<file path="config.mk">
export PLATFORM = sky130hd
export DESIGN_NAME = bracket_joystick_command_parser
export DESIGN_NICKNAME = d
export VERILOG_FILES = /design/src/rtl/core/jcp_pkg.sv /design/src/rtl/core/jcp_front.sv /design/src/rtl/core/jcp_cmd_fifo.sv /design/src/rtl/core/jcp_back.sv /design/src/rtl/core/bracket_joystick_command_parser.sv
export SDC_FILE = /design/constraint.sdc
export NUM_CORES = 1
export LEC_CHECK = 0
export ABC_CLOCK_PERIOD_IN_PS = 8000
export BUFFER_PORTS_ARGS = -buffer_cell sky130_fd_sc_hd__clkbuf_2
export CAP_MARGIN = 20
export CELL_PAD_IN_SITES_DETAIL_PLACEMENT = 0
export CELL_PAD_IN_SITES_GLOBAL_PLACEMENT = 2
export CORE_MARGIN = 2
export CORE_UTILIZATION = 42
export DETAILED_ROUTE_END_ITERATION = 16
export PLACE_DENSITY = 0.83
export SLEW_MARGIN = 10
export SYNTH_ARGS = -nofsm -noshare
export SYNTH_HDL_FRONTEND = slang
export SYNTH_SLANG_ARGS = --single-unit
</file>
<file path="constraint.sdc">
create_clock -name clk_i -period 8 [get_ports clk_i]
set_input_delay 2 -clock clk_i [delete_from_list [all_inputs] [get_ports clk_i]]
set_output_delay 2 -clock clk_i [all_outputs]
set_load 0.02 [all_outputs]
</file>
<file path="src/rtl/core/jcp_pkg.sv">
package jcp_pkg;

  // Number of characters in the packet tag
  localparam int unsigned TagLen = 8;

  // Command queue depth between front and back
  localparam int unsigned CmdDepth = 4;
  localparam int unsigned CmdPtrW  = $clog2(CmdDepth);

  // Result status codes
  localparam logic [1:0] StatusOk       = 2'd0;
  localparam logic [1:0] StatusBadTag   = 2'd1;
  localparam logic [1:0] StatusFewValue = 2'd2;

  // Byte codes seen on the wire
  localparam logic [7:0] ChOpen  = 8'h5B;  // '['
  localparam logic [7:0] ChClose = 8'h5D;  // ']'
  localparam logic [7:0] ChComma = 8'h2C;  // ','
  localparam logic [7:0] ChNul   = 8'h00;
  localparam logic [7:0] ChPlus  = 8'h2B;
  localparam logic [7:0] ChMinus = 8'h2D;
  localparam logic [7:0] ChSpace = 8'h20;
  localparam logic [7:0] ChZero  = 8'h30;
  localparam logic [7:0] ChNine  = 8'h39;
  localparam logic [7:0] ChTab   = 8'h09;
  localparam logic [7:0] ChCr    = 8'h0D;

  typedef enum logic [1:0] {
    CMD_CHAR,
    CMD_SEP,
    CMD_CLOSE
  } cmd_kind_e;

  typedef struct packed {
    cmd_kind_e  kind;
    logic [7:0] ch;
  } cmd_t;

  // Expected tag text, one character per position
  function automatic logic [7:0] tag_char(input logic [2:0] pos);
    logic [7:0] c;
    unique case (pos)
      3'd0:    c = 8'h6A;  // j
      3'd1:    c = 8'h6F;  // o
      3'd2:    c = 8'h79;  // y
      3'd3:    c = 8'h73;  // s
      3'd4:    c = 8'h74;  // t
      3'd5:    c = 8'h69;  // i
      3'd6:    c = 8'h63;  // c
      default: c = 8'h6B;  // k
    endcase
    return c;
  endfunction

endpackage

</file>
<file path="src/rtl/core/jcp_front.sv">
module jcp_front import jcp_pkg::*; (
  input  logic       clk_i,
  input  logic       rst_ni,
  input  logic       in_fire_i,
  input  logic [7:0] rx_byte_i,
  output logic       push_o,
  output cmd_t       cmd_o
);

  logic in_packet_q, in_packet_d;
  logic text_ended_q, text_ended_d;

  // Classify each transferred byte into a command or drop it
  always_comb begin
    in_packet_d  = in_packet_q;
    text_ended_d = text_ended_q;
    push_o       = 1'b0;
    cmd_o.kind   = CMD_CHAR;
    cmd_o.ch     = rx_byte_i;
    if (in_fire_i) begin
      priority if (!in_packet_q) begin
        if (rx_byte_i == ChOpen) begin
          in_packet_d  = 1'b1;
          text_ended_d = 1'b0;
        end
      end else if (rx_byte_i == ChClose) begin
        push_o       = 1'b1;
        cmd_o.kind   = CMD_CLOSE;
        in_packet_d  = 1'b0;
        text_ended_d = 1'b0;
      end else if (text_ended_q) begin
        push_o = 1'b0;
      end else if (rx_byte_i == ChNul) begin
        push_o       = 1'b1;
        cmd_o.kind   = CMD_SEP;
        text_ended_d = 1'b1;
      end else if (rx_byte_i == ChComma) begin
        push_o     = 1'b1;
        cmd_o.kind = CMD_SEP;
      end else begin
        push_o     = 1'b1;
        cmd_o.kind = CMD_CHAR;
      end
    end
  end

  // Hold framing state
  always_ff @(posedge clk_i or negedge rst_ni) begin
    if (!rst_ni) begin
      in_packet_q  <= 1'b0;
      text_ended_q <= 1'b0;
    end else begin
      in_packet_q  <= in_packet_d;
      text_ended_q <= text_ended_d;
    end
  end

endmodule

</file>
<file path="src/rtl/core/jcp_cmd_fifo.sv">
module jcp_cmd_fifo import jcp_pkg::*; (
  input  logic clk_i,
  input  logic rst_ni,
  input  logic push_i,
  input  cmd_t cmd_i,
  input  logic pop_i,
  output cmd_t cmd_o,
  output logic full_o,
  output logic empty_o
);

  cmd_t                 mem_q [CmdDepth];
  logic [CmdPtrW-1:0]   wr_ptr_q, rd_ptr_q;
  logic [CmdPtrW:0]     count_q;

  assign full_o  = (count_q == (CmdPtrW+1)'(CmdDepth));
  assign empty_o = (count_q == '0);
  assign cmd_o   = mem_q[rd_ptr_q];

  // Store commands
  always_ff @(posedge clk_i) begin
    if (push_i) begin
      mem_q[wr_ptr_q] <= cmd_i;
    end
  end

  // Advance pointers and fill count
  always_ff @(posedge clk_i or negedge rst_ni) begin
    if (!rst_ni) begin
      wr_ptr_q <= '0;
      rd_ptr_q <= '0;
      count_q  <= '0;
    end else begin
      if (push_i) begin
        wr_ptr_q <= wr_ptr_q + 1'b1;
      end
      if (pop_i) begin
        rd_ptr_q <= rd_ptr_q + 1'b1;
      end
      unique case ({push_i, pop_i})
        2'b10:   count_q <= count_q + 1'b1;
        2'b01:   count_q <= count_q - 1'b1;
        default: count_q <= count_q;
      endcase
    end
  end

endmodule

</file>
<file path="src/rtl/core/jcp_back.sv">
module jcp_back import jcp_pkg::*; (
  input  logic              clk_i,
  input  logic              rst_ni,
  input  logic              empty_i,
  input  cmd_t              cmd_i,
  output logic              pop_o,
  output logic              out_valid_o,
  input  logic              out_ready_i,
  output logic signed [4:0] speed_target_o,
  output logic signed [4:0] turn_target_o,
  output logic [1:0]        packet_status_o
);

  localparam logic [1:0] PhSkip = 2'd0;
  localparam logic [1:0] PhNum  = 2'd1;
  localparam logic [1:0] PhDone = 2'd2;

  // Parse state
  logic [2:0] field_num_q, field_num_d;
  logic       has_chars_q, has_chars_d;
  logic [3:0] tag_pos_q, tag_pos_d;
  logic       tag_ok_q, tag_ok_d;
  logic [1:0] phase_q, phase_d;
  logic       neg_q, neg_d;
  logic [7:0] acc_q, acc_d;
  logic [7:0] lv_q, lv_d;
  logic [7:0] rh_q, rh_d;

  // Field close results
  logic [2:0] ef_field_num;
  logic       ef_tag_ok;
  logic [7:0] ef_lv, ef_rh, ef_val;

  // Result register
  logic              out_valid_q;
  logic signed [4:0] speed_q, turn_q;
  logic [1:0]        status_q;

  logic       out_free;
  logic       is_space, is_digit;
  logic [7:0] c;
  logic [7:0] abs_lv, abs_rh;
  logic [15:0] prod_s, prod_t;
  logic [4:0] q_s, q_t;
  logic signed [4:0] speed_d, turn_d;
  logic [1:0] status_d;

  assign out_free = !out_valid_q || out_ready_i;
  assign pop_o    = !empty_i && ((cmd_i.kind != CMD_CLOSE) || out_free);
  assign c        = cmd_i.ch;
  assign is_space = (c == ChSpace) || ((c >= ChTab) && (c <= ChCr));
  assign is_digit = (c >= ChZero) && (c <= ChNine);

  // Close the current field
  always_comb begin
    ef_field_num = field_num_q;
    ef_tag_ok    = tag_ok_q;
    ef_lv        = lv_q;
    ef_rh        = rh_q;
    ef_val       = neg_q ? (8'd0 - acc_q) : acc_q;
    if (has_chars_q) begin
      if (field_num_q == 3'd0) begin
        ef_tag_ok = tag_ok_q && (tag_pos_q == 4'(TagLen));
      end else if (field_num_q == 3'd2) begin
        ef_lv = ef_val;
      end else if (field_num_q == 3'd3) begin
        ef_rh = ef_val;
      end
      if (field_num_q != 3'd7) begin
        ef_field_num = field_num_q + 3'd1;
      end
    end
  end

  // Divide by 15 and 10 through reciprocal multiply, truncating toward zero
  always_comb begin
    abs_lv  = ef_lv[7] ? (8'd0 - ef_lv) : ef_lv;
    abs_rh  = ef_rh[7] ? (8'd0 - ef_rh) : ef_rh;
    prod_s  = 16'(abs_lv) * 16'd137;
    prod_t  = 16'(abs_rh) * 16'd205;
    q_s     = prod_s[15:11];
    q_t     = prod_t[15:11];
    speed_d = ef_lv[7] ? $signed(5'd0 - q_s) : $signed(q_s);
    turn_d  = ef_rh[7] ? $signed(5'd0 - q_t) : $signed(q_t);
    priority if ((ef_field_num == 3'd0) || !ef_tag_ok) begin
      status_d = StatusBadTag;
    end else if (ef_field_num < 3'd5) begin
      status_d = StatusFewValue;
    end else begin
      status_d = StatusOk;
    end
  end

  // Next parse state per command
  always_comb begin
    field_num_d = field_num_q;
    has_chars_d = has_chars_q;
    tag_pos_d   = tag_pos_q;
    tag_ok_d    = tag_ok_q;
    phase_d     = phase_q;
    neg_d       = neg_q;
    acc_d       = acc_q;
    lv_d        = lv_q;
    rh_d        = rh_q;
    if (pop_o) begin
      unique case (cmd_i.kind)
        CMD_CLOSE: begin
          field_num_d = '0;
          has_chars_d = 1'b0;
          tag_pos_d   = '0;
          tag_ok_d    = 1'b1;
          phase_d     = PhSkip;
          neg_d       = 1'b0;
          acc_d       = '0;
          lv_d        = '0;
          rh_d        = '0;
        end
        CMD_SEP: begin
          field_num_d = ef_field_num;
          tag_ok_d    = ef_tag_ok;
          lv_d        = ef_lv;
          rh_d        = ef_rh;
          has_chars_d = 1'b0;
          phase_d     = PhSkip;
          neg_d       = 1'b0;
          acc_d       = '0;
        end
        CMD_CHAR: begin
          has_chars_d = 1'b1;
          if (field_num_q == 3'd0) begin
            if (!tag_pos_q[3] && (c == tag_char(tag_pos_q[2:0]))) begin
              tag_pos_d = tag_pos_q + 4'd1;
            end else begin
              tag_ok_d = 1'b0;
            end
          end else begin
            priority if ((phase_q == PhSkip) && is_space) begin
              phase_d = PhSkip;
            end else if ((phase_q == PhSkip) && ((c == ChPlus) || (c == ChMinus))) begin
              neg_d   = (c == ChMinus);
              phase_d = PhNum;
            end else if ((phase_q == PhSkip) || (phase_q == PhNum)) begin
              if (is_digit) begin
                phase_d = PhNum;
                acc_d   = 8'(acc_q * 8'd10 + (c - ChZero));
              end else begin
                phase_d = PhDone;
              end
            end else begin
              phase_d = phase_q;
            end
          end
        end
        default: begin
          phase_d = phase_q;
        end
      endcase
    end
  end

  // Hold parse state
  always_ff @(posedge clk_i or negedge rst_ni) begin
    if (!rst_ni) begin
      field_num_q <= '0;
      has_chars_q <= 1'b0;
      tag_pos_q   <= '0;
      tag_ok_q    <= 1'b1;
      phase_q     <= PhSkip;
      neg_q       <= 1'b0;
      acc_q       <= '0;
      lv_q        <= '0;
      rh_q        <= '0;
    end else begin
      field_num_q <= field_num_d;
      has_chars_q <= has_chars_d;
      tag_pos_q   <= tag_pos_d;
      tag_ok_q    <= tag_ok_d;
      phase_q     <= phase_d;
      neg_q       <= neg_d;
      acc_q       <= acc_d;
      lv_q        <= lv_d;
      rh_q        <= rh_d;
    end
  end

  // Result valid flag
  always_ff @(posedge clk_i or negedge rst_ni) begin
    if (!rst_ni) begin
      out_valid_q <= 1'b0;
    end else if (pop_o && (cmd_i.kind == CMD_CLOSE)) begin
      out_valid_q <= 1'b1;
    end else if (out_ready_i) begin
      out_valid_q <= 1'b0;
    end
  end

  // Result payload, targets zero unless ok
  always_ff @(posedge clk_i) begin
    if (pop_o && (cmd_i.kind == CMD_CLOSE)) begin
      speed_q  <= (status_d == StatusOk) ? speed_d : 5'sd0;
      turn_q   <= (status_d == StatusOk) ? turn_d : 5'sd0;
      status_q <= status_d;
    end
  end

  assign out_valid_o     = out_valid_q;
  assign speed_target_o  = speed_q;
  assign turn_target_o   = turn_q;
  assign packet_status_o = status_q;

endmodule

</file>
<file path="src/rtl/core/bracket_joystick_command_parser.sv">
// A closing bracket is written into the command queue, then its result is registered.
// Throughput: one byte per cycle while the queue has room; the front classifies, the back parses one command a cycle.
// A four-entry command queue lets the front keep taking bytes while a result waits.
// Reset: rst_ni is asynchronous, active low; it clears framing, parse state and the queue.
module bracket_joystick_command_parser import jcp_pkg::*; (
  input  logic        clk_i,
  input  logic        rst_ni,
  input  logic        s_axis_tvalid,
  output logic        s_axis_tready,
  input  logic [7:0]  s_axis_tdata,   // [7:0] rx_byte
  output logic        m_axis_tvalid,
  input  logic        m_axis_tready,
  output logic [15:0] m_axis_tdata    // [4:0] speed_target, [9:5] turn_target,
                                      // [11:10] packet_status, [15:12] zero
);

  logic              in_fire;
  logic              push, pop, full, empty;
  cmd_t              push_cmd, head_cmd;
  logic signed [4:0] speed_target, turn_target;
  logic [1:0]        packet_status;

  assign s_axis_tready = !full;
  assign in_fire       = s_axis_tvalid && s_axis_tready;

  jcp_front u_front (
    .clk_i     (clk_i),
    .rst_ni    (rst_ni),
    .in_fire_i (in_fire),
    .rx_byte_i (s_axis_tdata),
    .push_o    (push),
    .cmd_o     (push_cmd)
  );

  jcp_cmd_fifo u_fifo (
    .clk_i   (clk_i),
    .rst_ni  (rst_ni),
    .push_i  (push),
    .cmd_i   (push_cmd),
    .pop_i   (pop),
    .cmd_o   (head_cmd),
    .full_o  (full),
    .empty_o (empty)
  );

  jcp_back u_back (
    .clk_i           (clk_i),
    .rst_ni          (rst_ni),
    .empty_i         (empty),
    .cmd_i           (head_cmd),
    .pop_o           (pop),
    .out_valid_o     (m_axis_tvalid),
    .out_ready_i     (m_axis_tready),
    .speed_target_o  (speed_target),
    .turn_target_o   (turn_target),
    .packet_status_o (packet_status)
  );

  assign m_axis_tdata = {4'd0, packet_status, turn_target, speed_target};

endmodule
</file>
# Yosys cells after proc, flatten, opt, wreduce, memory -nomap -nowiden
# Memories as Yosys holds them, arrays and structs flattened.
# Index checks and enable logic that the tools add are counted.
# totals
output_inout_bits	18
ff_bits	58
n_memories	1
elab_cells	189
ram_bits	40
inputBits	12
# classes
n_reduce_logical	44
magnitude_cmp	5
addsub	13
mul	3
mux	71
eq_ne	34
# memory_table
name	words	width	read_ports	rd_ports_with_merged_regs	wr	line_no	source
u_fifo.mem_q	4	10	1	0	1	jcp_cmd_fifo.sv:12	cmd_t mem_q [CmdDepth];
# ops
op	count
$mux 8	18
$pmux 8 s2	3
$pmux 5 s7	1
$eq 8x6->1 const B	4
$mul 8x8->16 const B	2
$mux 1	24
$mux 2	12
$sub 1x8->8 const A	3
$eq 8x7->1 const B	2
$eq 3x2->1 const B	4
$eq 3x3->1 const B	4
$logic_not 3->1	4
$pmux 3 s2	2
$reduce_and 4->1	3
$reduce_bool 2->1	6
$mux 5	2
$ne 2x1->1 const B	5
$ne 2x2->1 const B	5
$sub 1x5->5 const A	2
$logic_and 1x1->1	9
$add 8x8->8	1
$eq 8x8->1	1
$ge 8x4->1 const B	1
$ge 8x6->1 const B	1
other kinds (30)	51

# Logic depth before layout (Yosys ltp)
# logic_depth
depth_word	11
mapped_depth	32
depth_no_buf	31

# Cells and area by module
# From an unflattened synthesis, not the netlist that was laid out.
# unflattened
cells_unflattened	754
area_unflattened_um2	7718.7
# modules_own_cells
mod	instances	area_each_um2	seq_area_each_um2	cells_each
jcp_back	1	5561.6	1287.5	624
jcp_cmd_fifo	1	1845.5	1376.3	88
jcp_front	1	267.8	50.0	35
bracket_joystick_command_parser	1	43.8	0.0	7

# Least setup slack after synthesis
# No wires, ideal clock.
# synth_path
path_type	reg-to-reg
start	register u_back.field_num_q[0]
end	register u_back.turn_q[4] (netlist: u_back.turn_target_o[4]), data pin
n_path_buf	1
arrival_time_ps	6310
path_slack_ps	1427
setup_ps	263
stages_incl_launch_ff	33
synth_period_minus_slack_ps	6573
t_required_ps	7737
cell_sequence	dfrtp_1 inv_1 ha_1 and4bb_2 nand2_1 buf_2 nor2_1 a21oi_1 ha_1 or3b_2 a32oi_1 a31o_2 nor3_1 inv_1 ha_1 inv_1 fa_1 inv_1 fa_1 inv_1 fa_1 inv_1 ha_1 a21oi_1 o211ai_1 or2_2 nor4_2 nor2_1 xnor2_1 ha_1 a31oi_1 xnor2_1 nor2_1
# synth_via
elab_chain_cells	10
word_cells_on_any_way	25
cone_classes	add/sub (3); mul (1); order compare (1); eq/ne (3); mux (12); reduce/logical (5)
# synth_rtl
item	line_no	source
start: declaration	jcp_back.sv:19	logic [2:0] field_num_q, field_num_d;
start signal: assignment	jcp_back.sv:174	field_num_q <= field_num_d;
$eq 3x2->1	jcp_back.sv:66	end else if (field_num_q == 3'd3) begin
$mux 8	jcp_back.sv:66	
$mux 8	jcp_back.sv:64	end else if (field_num_q == 3'd2) begin
$mux 8	jcp_back.sv:62	if (field_num_q == 3'd0) begin
$mux 8	jcp_back.sv:61	if (has_chars_q) begin
$sub 1x8->8	jcp_back.sv:78	abs_rh = ef_rh[7] ? (8'd0 - ef_rh) : ef_rh;
$mux 8	jcp_back.sv:78	
$mul 8x8->16	jcp_back.sv:80	prod_t = 16'(abs_rh) * 16'd205;
$sub 1x5->5	jcp_back.sv:84	turn_d = ef_rh[7] ? $signed(5'd0 - q_t) : $signed(q_t);
$mux 5	jcp_back.sv:84	
end signal: assignment	jcp_back.sv:201	turn_q <= (status_d == StatusOk) ? turn_d : 5'sd0;
end: declaration	jcp_back.sv:36	logic signed [4:0] speed_q, turn_q;
# Several ways; a longest one is shown, not always the timed one.
# A chain may end at the register's enable or synchronous reset.

# Worst setup path in the final report
# Ends and elaborated chain as after synthesis.

==> flow_summary.ini <==
[timing]
rsz0062_at_grt = false
slew_violations = 0
fmax_mhz = 139
holdWs_ps = 483
maxSlewHeadroom = 0.471
tightest_slew_ps = 794
period_share = 0.899
skew_ps = 11.0
layout_min_cycle_time_ps = 7190
fin_setup_tns_ps = 0
finalSetupViolCount = 0
hold_viol_final = 0

[critical_path]
worst_setup_path_start_kind = flop
end_kind = flop
crit_arrival_ps = 7300
cp_max_fo = 11
slowest_stage = fa_1
ff2ff_path_depth = 31
worstSetupPathType = flop to flop
cp_common_cell = inv_1
required_ps = 8110
slowest_delay_ps = 540

[yosys]
yosys_warnings = 0
synth_cells = 752
seq_area_frac_synth = 0.355
syn_avg_cell_area_um2 = 10.2
synthArstFlopShare = 0.469
synth.top_cell.area_share = 0.204
ys_types = 68
synth_seq_cells = 98
netlist_area_um2 = 7640
netlist_top_cells_area = edfxtp_1 20%, ha_1 18%, dfrtp_1 15%
yosysMostFrequentCell = ha_1
synthFlopType = edfxtp_1
synth_top_cell_by_area = edfxtp_1
synth_edf_count = 52
yosys-top-cells-count = 109 x ha_1, 67 x inv_1, 62 x nand2_1

[global_route]
grt_max_degree = 47
grt_pass1_wl_mm = 27.0
grt_overflow = 0
grt_pass1_vias = 5494
antenna_found_initial = 0
track_usage = 0.170

[detailed_routing]
drcViolationCount = 0
ant_nets = 0
highest_layer = met4
wirelength_mm = 15.6
wl_met1_mm = 7.04
vias = 5416
vias_per_cell = 5.40
drt_iter0_drc = 288
dr_wl_met3_um = 326
dr.pass1.iters = 4
routedWlPerCell_um = 15.5
wl_met2_mm = 7.99

[floorplanning]
ios = 30
core_area_um2 = 17900
fp.dieW_um = 139
num_rows = 49
die_area_um2 = 19300
initial_core_util = 0.427
chipHeight_um = 139

[clock_tree]
postCtsSetupBuffers = 0
numCtsBuffers = 9
clockBufferDepth = 2
ctsHoldBuffers = 0
cts_resized = 0
clock_latency_ps = 360
cts.sinks = 98
htreeDepth = 3
cts-root-buf = clkbuf_16
path_clk_slew_ps = 80
cts_tree = yes

[final_layout]
antenna_cells = 0
nets = 904
stdcell_area_um2 = 8270
area_growth_syn_to_layout_pct = 8.27
drive_gt1_frac = 0.105

[power]
finalPower_uw = 1680
combPwrFrac = 0.327
seqPwrFrac = 0.391
p_leak_uw = 0.00373
p_switching_uw = 606
max-vdd-ir-drop_mv = 0.162
pwr_density_cell_nw_per_um2 = 203
internal_power_uw = 1080
p_sw_frac = 0.361
clkPwrFrac = 0.282

[placement]
portBuffers = 25
place_hpwl_mm = 12.4
place_congestion = 0.840
place_area_um2 = 7940

[min_path]
holdPathStages = 2
hp-class = flop to flop

[run_status]
status = complete, no violations

[flow_run]
cap_viol_max_count = 0
==> path summary, 6_finish.rpt <==
kind                            slack [ps]                               from                                    end
worst max-delay path                   810  u_back.field_num_q[0]$_DFFE_PN0P_  u_back.turn_target_o[4]$_SDFFCE_PP0P_
worst min-delay path                   480        u_back.tag_ok_q$_DFFE_PN1P_            u_back.tag_ok_q$_DFFE_PN1P_
worst max register to register         810  u_back.field_num_q[0]$_DFFE_PN0P_  u_back.turn_target_o[4]$_SDFFCE_PP0P_
worst min register to register         480        u_back.tag_ok_q$_DFFE_PN1P_            u_back.tag_ok_q$_DFFE_PN1P_
max in group asynchronous             5850                             rst_ni        u_back.tag_pos_q[3]$_DFFE_PN0P_
min in group asynchronous             1710                             rst_ni        u_front.in_packet_q$_DFFE_PN0P_
==> power by group through the flow <==
stage | Clock, uW | Sequential (uW) | Combinational, uW
after floorplan | 0 | 646 | 444
after global placement | 0 | 667 | 535
after detailed placement | 0 | 670 | 552
after CTS | 488 | 659 | 555
after global routing | 511 | 668 | 617
final | 475 | 657 | 549
==> layer usage <==
metal	GRT usage	vias to the layer above
li1	-	2720
met3	0.0311	17
met2	0.306	69
met1	0.211	2610
met5	0	-
met4	0.0404	0
==> stage by stage <==
step                      std cells  utilization  worst slack (ps)
final                          1003        0.462               806
after detailed placement        987        0.444               796
after global placement          987        0.444              1000
after floorplan                 755            -              1430
after global routing           1003        0.462               254
after CTS                      1003        0.462               770
==> layout by cell type (no fill, tap or decap), drive strengths merged, types with 14 or more instances in the layout <==
cell    count
nor2       42
ha        109
xor2       16
xnor2      37
clkbuf     34
nand2      62
dfrtp      45
inv        71
a21oi      36
edfxtp     52
o21ai      50
nand3      20
fa         14
nor3       19
==> area by class of cell <==
| class | instances | area (um^2) |
|---|---|---|
| clock buffer | 9 | 225 |
| clock inverter | 7 | 103 |
| fill | 1651 | 9630 |
| inverter | 67 | 251 |
| multi-input combinational | 566 | 4550 |
| sequential | 98 | 2710 |
| tap | 229 | 287 |
| timing repair buffer | 27 | 140 |
==> flip-flops by register name, summed over array words and instances, names as in the netlist, 2 cells and up <==
signal	flops
u_back.acc_q	8
u_back.field_num_q	3
u_back.lv_q	8
u_back.packet_status_o	2
u_back.phase_q	2
u_back.rh_q	8
u_back.speed_target_o	5
u_back.tag_pos_q	4
u_back.turn_target_o	5
u_fifo.count_q	3
u_fifo.mem_q	40
u_fifo.rd_ptr_q	2
u_fifo.wr_ptr_q	2
==> worst max-delay path, delay by kind of cell, from the launching register on <==
kind / cells / cell delay (ps)
flip-flops: 1 / 430
buffers and inverters: 6 / 400
XOR/XNOR: 2 / 400
AO/OA/AOI/OAI: 6 / 950
AND/OR/NAND/NOR: 9 / 2040
adder cells (fa/ha/maj): 8 / 2720
==> cells by family after synthesis <==
logic type | synth area share
XOR/XNOR | 0.0608
AND/OR/NAND/NOR | 0.147
adder cells (fa/ha/maj) | 0.215
other | 0.000491
buffers and inverters | 0.0504
AO/OA/AOI/OAI | 0.132
flip-flops | 0.355
multiplexers | 0.0387
(Power assumes the default switching activity.)
